### src/hw/rtl/gcd_pkg.sv
// ---------------------------------------------------------------------------
// gcd_pkg
// Shared sizes, codes and types of the greedy change dispenser.
// ---------------------------------------------------------------------------
package gcd_pkg;

  localparam int MAX_ENTRIES = 8;
  localparam int VALUE_BITS  = 16;
  localparam int IDX_W       = (MAX_ENTRIES > 1) ? $clog2(MAX_ENTRIES) : 1;
  localparam int CNT_W       = $clog2(MAX_ENTRIES + 1);

  localparam logic [1:0] ACT_LOAD    = 2'd0;
  localparam logic [1:0] ACT_REQUEST = 2'd1;
  localparam logic [1:0] ACT_REPORT  = 2'd2;

  localparam logic [1:0] ST_OK   = 2'd0;
  localparam logic [1:0] ST_FULL = 2'd1;
  localparam logic [1:0] ST_ZERO = 2'd2;

  typedef logic [VALUE_BITS-1:0] value_t;
  typedef logic [IDX_W-1:0]      idx_t;
  typedef logic [CNT_W-1:0]      total_t;

  typedef struct packed {
    value_t      value;
    logic [15:0] count;
  } entry_t;

  typedef enum logic [3:0] {
    S_IDLE,
    S_LD_RD,
    S_LD_CHK,
    S_LD_PUT,
    S_RQ_RD,
    S_RQ_LAT,
    S_RQ_DIV,
    S_RQ_END,
    S_RP_RD,
    S_RP_OUT
  } state_t;

  function automatic value_t to_value(logic [15:0] x);
    logic [VALUE_BITS+15:0] ext;
    ext = {{VALUE_BITS{1'b0}}, x};
    return ext[VALUE_BITS-1:0];
  endfunction

  function automatic logic [15:0] from_value(value_t v);
    logic [VALUE_BITS+15:0] ext;
    ext = {16'b0, v};
    return ext[15:0];
  endfunction

endpackage

### src/hw/rtl/greedy_change_dispenser_core.sv
// ---------------------------------------------------------------------------
// greedy_change_dispenser_core
// Coin table with greedy payout, sorted insert and inventory report.
// ---------------------------------------------------------------------------
// A request is taken when start is high and busy is low. action selects load,
// change request or report; action 3 is dropped with no result.
// Results appear on status/out_value/out_count/remainder/last for one cycle
// with strobe high; last marks the final result of a request. The receiver
// cannot stall, so every result is shown exactly once.
// Sequencing: a rejected load, a load into a full table, an empty report and
// an unknown action finish in the accept cycle; the result of the first three
// is registered and shows in the next cycle. A load walks the table from the
// tail, shifting each entry whose value is not above the new one a place back,
// then writes the new entry. A report shows each entry in turn. A request
// visits entries until the amount is zero or the table ends (memory read,
// latch, one 16-step restoring division, its done cycle with the update). The
// table lives in one memory with a registered read port, so accesses are
// strictly sequenced. Reset empties the table; no clearing pass is needed.
// ---------------------------------------------------------------------------
module greedy_change_dispenser_core (
  input  logic        clk,
  input  logic        rst,
  input  logic        start,
  output logic        busy,
  input  logic [1:0]  action,
  input  logic [15:0] coin_value,
  input  logic [15:0] coin_count,
  input  logic [15:0] amount,
  output logic        strobe,
  output logic [1:0]  status,
  output logic [15:0] out_value,
  output logic [15:0] out_count,
  output logic [15:0] remainder,
  output logic        last
);
  import gcd_pkg::*;

  entry_t mem [MAX_ENTRIES];
  entry_t rdata;
  idx_t   raddr;
  idx_t   waddr;
  entry_t wdata;
  logic   we;

  state_t      state, state_next;
  total_t      idx, idx_next;
  total_t      total, total_next;
  logic [15:0] amt, amt_next;
  entry_t      cur, cur_next;
  entry_t      nw, nw_next;
  entry_t      pend, pend_next;
  logic        pend_valid, pend_valid_next;

  logic        emit;
  logic [1:0]  emit_status;
  logic [15:0] emit_value;
  logic [15:0] emit_count;
  logic [15:0] emit_rem;
  logic        emit_last;

  logic        div_start;
  logic        div_done;
  logic [15:0] div_q;
  logic [15:0] got;
  logic [VALUE_BITS+15:0] prod;
  value_t      in_value;

  gcd_divider u_div (
    .clk      (clk),
    .rst      (rst),
    .start    (div_start),
    .dividend (amt),
    .divisor  (rdata.value),
    .done     (div_done),
    .quotient (div_q)
  );

  always_ff @(posedge clk) begin
    if (we) begin
      mem[waddr] <= wdata;
    end
    rdata <= mem[raddr];
  end

  assign busy     = (state != S_IDLE);
  assign in_value = to_value(coin_value);
  assign got      = (div_q < cur.count) ? div_q : cur.count;
  assign prod     = cur.value * got;

  always_comb begin
    state_next      = state;
    idx_next        = idx;
    total_next      = total;
    amt_next        = amt;
    cur_next        = cur;
    nw_next         = nw;
    pend_next       = pend;
    pend_valid_next = pend_valid;
    raddr           = idx[IDX_W-1:0];
    waddr           = idx[IDX_W-1:0];
    wdata           = nw;
    we              = 1'b0;
    div_start       = 1'b0;
    emit            = 1'b0;
    emit_status     = ST_OK;
    emit_value      = '0;
    emit_count      = '0;
    emit_rem        = '0;
    emit_last       = 1'b0;

    unique case (state)
      S_IDLE: begin
        if (start) begin
          unique case (action)
            ACT_LOAD: begin
              nw_next = '{value: in_value, count: coin_count};
              if (in_value == '0 || total == total_t'(MAX_ENTRIES)) begin
                emit        = 1'b1;
                emit_status = (in_value == '0) ? ST_ZERO : ST_FULL;
                emit_value  = coin_value;
                emit_count  = coin_count;
                emit_last   = 1'b1;
              end else begin
                idx_next   = total;
                state_next = S_LD_RD;
              end
            end
            ACT_REQUEST: begin
              amt_next        = amount;
              idx_next        = '0;
              pend_valid_next = 1'b0;
              state_next      = S_RQ_RD;
            end
            ACT_REPORT: begin
              idx_next = '0;
              if (total == '0) begin
                emit      = 1'b1;
                emit_last = 1'b1;
              end else begin
                state_next = S_RP_RD;
              end
            end
            default: ;
          endcase
        end
      end

      S_LD_RD: begin
        raddr = idx[IDX_W-1:0] - idx_t'(1);
        state_next = (idx == '0) ? S_LD_PUT : S_LD_CHK;
      end

      S_LD_CHK: begin
        if (rdata.value > nw.value) begin
          state_next = S_LD_PUT;
        end else begin
          we         = 1'b1;
          wdata      = rdata;
          idx_next   = idx - total_t'(1);
          state_next = S_LD_RD;
        end
      end

      S_LD_PUT: begin
        we          = 1'b1;
        wdata       = nw;
        total_next  = total + total_t'(1);
        emit        = 1'b1;
        emit_status = ST_OK;
        emit_value  = from_value(nw.value);
        emit_count  = nw.count;
        emit_last   = 1'b1;
        state_next  = S_IDLE;
      end

      S_RQ_RD: begin
        if (idx == total || amt == '0) begin
          state_next = S_RQ_END;
        end else begin
          state_next = S_RQ_LAT;
        end
      end

      S_RQ_LAT: begin
        cur_next = rdata;
        if (rdata.value == '0) begin
          idx_next   = idx + total_t'(1);
          state_next = S_RQ_RD;
        end else begin
          div_start  = 1'b1;
          state_next = S_RQ_DIV;
        end
      end

      S_RQ_DIV: begin
        if (div_done) begin
          we       = 1'b1;
          wdata    = '{value: cur.value, count: cur.count - got};
          amt_next = amt - prod[15:0];
          if (got != '0) begin
            if (pend_valid) begin
              emit       = 1'b1;
              emit_value = from_value(pend.value);
              emit_count = pend.count;
            end
            pend_next       = '{value: cur.value, count: got};
            pend_valid_next = 1'b1;
          end
          idx_next   = idx + total_t'(1);
          state_next = S_RQ_RD;
        end
      end

      S_RQ_END: begin
        emit       = 1'b1;
        emit_rem   = amt;
        emit_last  = 1'b1;
        if (pend_valid) begin
          emit_value = from_value(pend.value);
          emit_count = pend.count;
        end
        state_next = S_IDLE;
      end

      S_RP_RD: begin
        state_next = S_RP_OUT;
      end

      S_RP_OUT: begin
        emit       = 1'b1;
        emit_value = from_value(rdata.value);
        emit_count = rdata.count;
        emit_last  = (idx + total_t'(1) == total);
        idx_next   = idx + total_t'(1);
        state_next = emit_last ? S_IDLE : S_RP_RD;
      end

      default: state_next = S_IDLE;
    endcase
  end

  always_ff @(posedge clk) begin
    if (rst) begin
      state      <= S_IDLE;
      total      <= '0;
      idx        <= '0;
      pend_valid <= 1'b0;
      strobe     <= 1'b0;
    end else begin
      state      <= state_next;
      total      <= total_next;
      idx        <= idx_next;
      pend_valid <= pend_valid_next;
      strobe     <= emit;
    end
  end

  always_ff @(posedge clk) begin
    amt       <= amt_next;
    cur       <= cur_next;
    nw        <= nw_next;
    pend      <= pend_next;
    status    <= emit_status;
    out_value <= emit_value;
    out_count <= emit_count;
    remainder <= emit_rem;
    last      <= emit_last;
  end

endmodule

### src/hw/rtl/gcd_divider.sv
// ---------------------------------------------------------------------------
// gcd_divider
// Restoring divider, one quotient bit per cycle; done pulses with the result.
// ---------------------------------------------------------------------------
module gcd_divider (
  input  logic           clk,
  input  logic           rst,
  input  logic           start,
  input  logic [15:0]    dividend,
  input  gcd_pkg::value_t divisor,
  output logic           done,
  output logic [15:0]    quotient
);
  import gcd_pkg::*;

  logic                  run;
  logic [3:0]            step;
  value_t                rem;
  value_t                dsr;
  logic [15:0]           dvd;
  logic [VALUE_BITS:0]   rem_sh;
  logic [VALUE_BITS:0]   diff;
  logic                  qbit;
  value_t                rem_next;

  always_comb begin
    rem_sh   = {rem, dvd[15]};
    diff     = rem_sh - {1'b0, dsr};
    qbit     = (rem_sh >= {1'b0, dsr});
    rem_next = qbit ? diff[VALUE_BITS-1:0] : rem_sh[VALUE_BITS-1:0];
  end

  always_ff @(posedge clk) begin
    if (rst) begin
      run  <= 1'b0;
      done <= 1'b0;
      step <= '0;
    end else begin
      done <= 1'b0;
      if (start) begin
        run  <= 1'b1;
        step <= '0;
        rem  <= '0;
        dvd  <= dividend;
        dsr  <= divisor;
      end else if (run) begin
        rem      <= rem_next;
        dvd      <= {dvd[14:0], 1'b0};
        quotient <= {quotient[14:0], qbit};
        step     <= step + 4'd1;
        if (step == 4'd15) begin
          run  <= 1'b0;
          done <= 1'b1;
        end
      end
    end
  end

endmodule
### config.mk
export PLATFORM = sky130hd
export DESIGN_NAME = greedy_change_dispenser_core
export DESIGN_NICKNAME = d
export VERILOG_FILES = /design/src/hw/rtl/gcd_pkg.sv /design/src/hw/rtl/greedy_change_dispenser_core.sv /design/src/hw/rtl/gcd_divider.sv
export SDC_FILE = /design/constraint.sdc
export NUM_CORES = 1
export LEC_CHECK = 0
export ABC_AREA = 0
export BUFFER_PORTS_ARGS = -buffer_cell sky130_fd_sc_hd__buf_2
export CAP_MARGIN = 10
export CORE_UTILIZATION = 40
export CTS_CLUSTER_DIAMETER = 30
export DETAILED_ROUTE_END_ITERATION = 16
export PLACE_DENSITY = 0.6
export SLEW_MARGIN = 20
export SYNTH_ARGS = -nofsm -noshare
export SYNTH_HDL_FRONTEND = slang
export SYNTH_SLANG_ARGS = --single-unit
### constraint.sdc
create_clock -name clk -period 9.56 [get_ports clk]
set_input_delay 0.956 -clock clk [delete_from_list [all_inputs] [get_ports clk]]
set_output_delay 0.956 -clock clk [all_outputs]
set_load 0.02 [all_outputs]
==> impl_metrics.env <==
export IMPL_outcome="complete, no violations"
export IMPL_syn_to_final_growth_pct=19.5
export IMPL_drv_cap=0
export IMPL_final_common_cell="edfxtp_1"
export IMPL_skew_ps=38.5
export IMPL_gr_usage_all_layers_pct=20.2
export IMPL_cpPeakStageDelay_ps=840
export IMPL_cts_max_level=3
export IMPL_setup_viol=0
export IMPL_crit_path_end_kind="register"
export IMPL_leakage_uw=0.0128
export IMPL_cts_root_buf="clkbuf_16"
export IMPL_place_congestion=0.879
export IMPL_cp_top_family="adder cells"
export IMPL_syn_avg_cell_area_um2=13.0
export IMPL_report_final_slew_viol_count=0
export IMPL_tritoncts="done"
export IMPL_dieHeight_um=262
export IMPL_n_antenna_cell=0
export IMPL_core_area_mm2=0.0672
export IMPL_ys_seq_area_share_pct=55.4
export IMPL_cp_arrival_ps=8350
export IMPL_ant_nets=0
export IMPL_hpwl_um=47500
export IMPL_drt_wl_total_um=69100
export IMPL_p_per_area_mw_per_mm2=252
export IMPL_vias=17300
export IMPL_period_needed_ps=7970
export IMPL_grt_max_degree=65
export IMPL_grt_pass1_wl_um=106000
export IMPL_die_w_um=262
export IMPL_grt_ovfl_total=0
export IMPL_hold_viol=0
export IMPL_numCtsBuffers=102
export IMPL_setup_tns_ps=0
export IMPL_antenna_found_initial=3
export IMPL_startpoint_type="register"
export IMPL_period_share_pct=83.4
export IMPL_slew_limit_headroom_pct=29.0
export IMPL_nets=2515
export IMPL_grt_pass1_vias=17900
export IMPL_whs_ps=451
export IMPL_min_path_type="register to register"
export IMPL_synth_area_mm2=0.0271
export IMPL_total_power_uw=8180
export IMPL_dr_pass1_iters=9
export IMPL_setup_worst_path_class="register to register"
export IMPL_route_detailed_drc=0
export IMPL_tightest_slew_ps=1050
export IMPL_path_buf_inv=3
export IMPL_viasPerCell=5.40
export IMPL_cts_resized=0
export IMPL_final_cell_mix="432 x edfxtp_1, 253 x inv_1, 209 x nand2_1"
export IMPL_ys_types=69
export IMPL_ys_ff_latch=535
export IMPL_row_count=95
export IMPL_fmax_mhz=125
export IMPL_die_area_mm2=0.0689
export IMPL_initial_utilization_pct=40.4
export IMPL_insertion_delay_ps=660
export IMPL_synth_cells=2081
export IMPL_synth_flop_cell="edfxtp_1"
export IMPL_drt_iter0_markers=1596
export IMPL_drive_gt1_share_pct=19.3
export IMPL_wl_per_cell_um=21.6
export IMPL_synth_edf_count=432
export IMPL_crit_fanout=20
export IMPL_clk_pin_slew_ps=50
export IMPL_cp_required_ps=9940
export IMPL_synth_async_reset_ratio_pct=0
export IMPL_cp_slowest_cell="o21ai_2"
export IMPL_vdd_drop_max_mv=0.130
export IMPL_synth_area_top_cells="edfxtp_1 48%, dfxtp_1 7.6%, fa_1 7.2%, ha_1 5.8%, mux4_2 5.3%"
export IMPL_synth_top_area_share_pct=47.8
export IMPL_synth_area_leader_cell="edfxtp_1"
export IMPL_synth_net_count=2357
export IMPL_yosysWarnings=0
export IMPL_ctsHoldBuffers=0
export IMPL_io_pins=106
export IMPL_cts_buffer_depth=3
export IMPL_portBuffers=105
export IMPL_postCtsSetupBuffers=0
export IMPL_rsz0062_at_grt="false"
export IMPL_cts_sinks=535
[area by class of cell]
class / instances / area, um^2
Tap cell: 873 / 1090
Timing Repair Buffer: 134 / 751
Clock buffer: 110 / 2610
Inverter: 253 / 950
Multi-Input combinational cell: 1213 / 11000
Clock inverter: 83 / 1040
Fill cell: 5796 / 34700
Sequential cell: 535 / 15000
[worst reg2reg max path, cell delays in order (launching register included)]
cell,delay [ps]
edfxtp_1,440
ha_1,360
and4_1,250
o211ai_1,140
o21ai_2,840
mux2_2,590
and2_1,260
fa_1,540
inv_1,60
fa_1,530
inv_1,40
ha_1,180
fa_1,430
ha_1,320
fa_1,480
inv_1,40
ha_1,320
nand3_1,90
nand2_1,50
a41o_1,220
nor4_1,310
nor3_1,130
a2111oi_2,540
o21bai_1,110
a21oi_1,220
xnor2_1,150
o21ai_1,80
[logic make-up after synthesis]
logic type / synth area share, %
muxes: 7.96
xor gates and xnor gates: 2.62
adders and majority gates: 13.0
AOI/OAI and AO/OA: 6.96
DFF: 55.4
and+or+nand+nor: 9.30
buffers and inverters: 4.76
[state kept, by name, indices dropped and copies added (netlist names), 32 cells and up]
name   cells
mem      256
rdata     32
nw        32
pend      32
cur       32
[final timing paths]
path | startpoint | end | slack [ps] | cells after the start
setup / recovery | u_div.quotient[14]$_DFFE_PP_ | amt[15]$_DFFE_PP_ | 1590 | 26
hold / removal | pend[8]$_DFFE_PP_ | out_count[8]$_DFF_P_ | 450 | 2
setup reg to reg | u_div.quotient[14]$_DFFE_PP_ | amt[15]$_DFFE_PP_ | 1590 | 26
hold reg to reg | pend[8]$_DFFE_PP_ | out_count[8]$_DFF_P_ | 450 | 2
[synth_stat cells (13+ instances only)]
library cell,instances
nor2_1,81
ha_1,125
mux2i_1,23
o21ai_0,64
xnor2_1,58
edfxtp_1,432
nand2_1,209
xor2_1,13
mux4_2,64
fa_1,98
a21oi_1,44
nor2b_1,27
inv_1,253
dfxtp_1,103
a222oi_1,51
nor3_1,32
nor4_1,21
clkbuf_1,64
and2_1,90
mux2_2,42
[where the power goes]
| group | internal [uW] | total [uW] | switching [uW] | leakage [uW] |
|---|---|---|---|---|
| Clock | 2420 | 3720 | 1290 | 0.00177 |
| Sequential | 2750 | 2930 | 177 | 0.00473 |
| Combinational | 684 | 1530 | 849 | 0.00634 |
[metal layers]
layer	vias to the layer above	GRT usage, %	part of all wire (%)
li1	7849	-	-
met5	-	0	0
met3	141	3.72	6.7
met1	8663	25.9	41
met4	0	8.76	3.7
met2	623	33.4	49
[through the flow]
| step | instance area (um^2) | std cells | utilization, % | setup WS (ps) |
|---|---|---|---|---|
| finish | 32400 | 3201 | 48.3 | 1590 |
| floorplan | 27100 | 2081 | - | 2730 |
| detailed placement | 28800 | 3007 | 42.8 | 1660 |
| CTS | 32400 | 3200 | 48.3 | 1650 |
| global route | 32400 | 3201 | 48.3 | 1240 |
| global placement | 28800 | 3007 | 42.8 | 1770 |
Power figures use the tool's default switching activity.
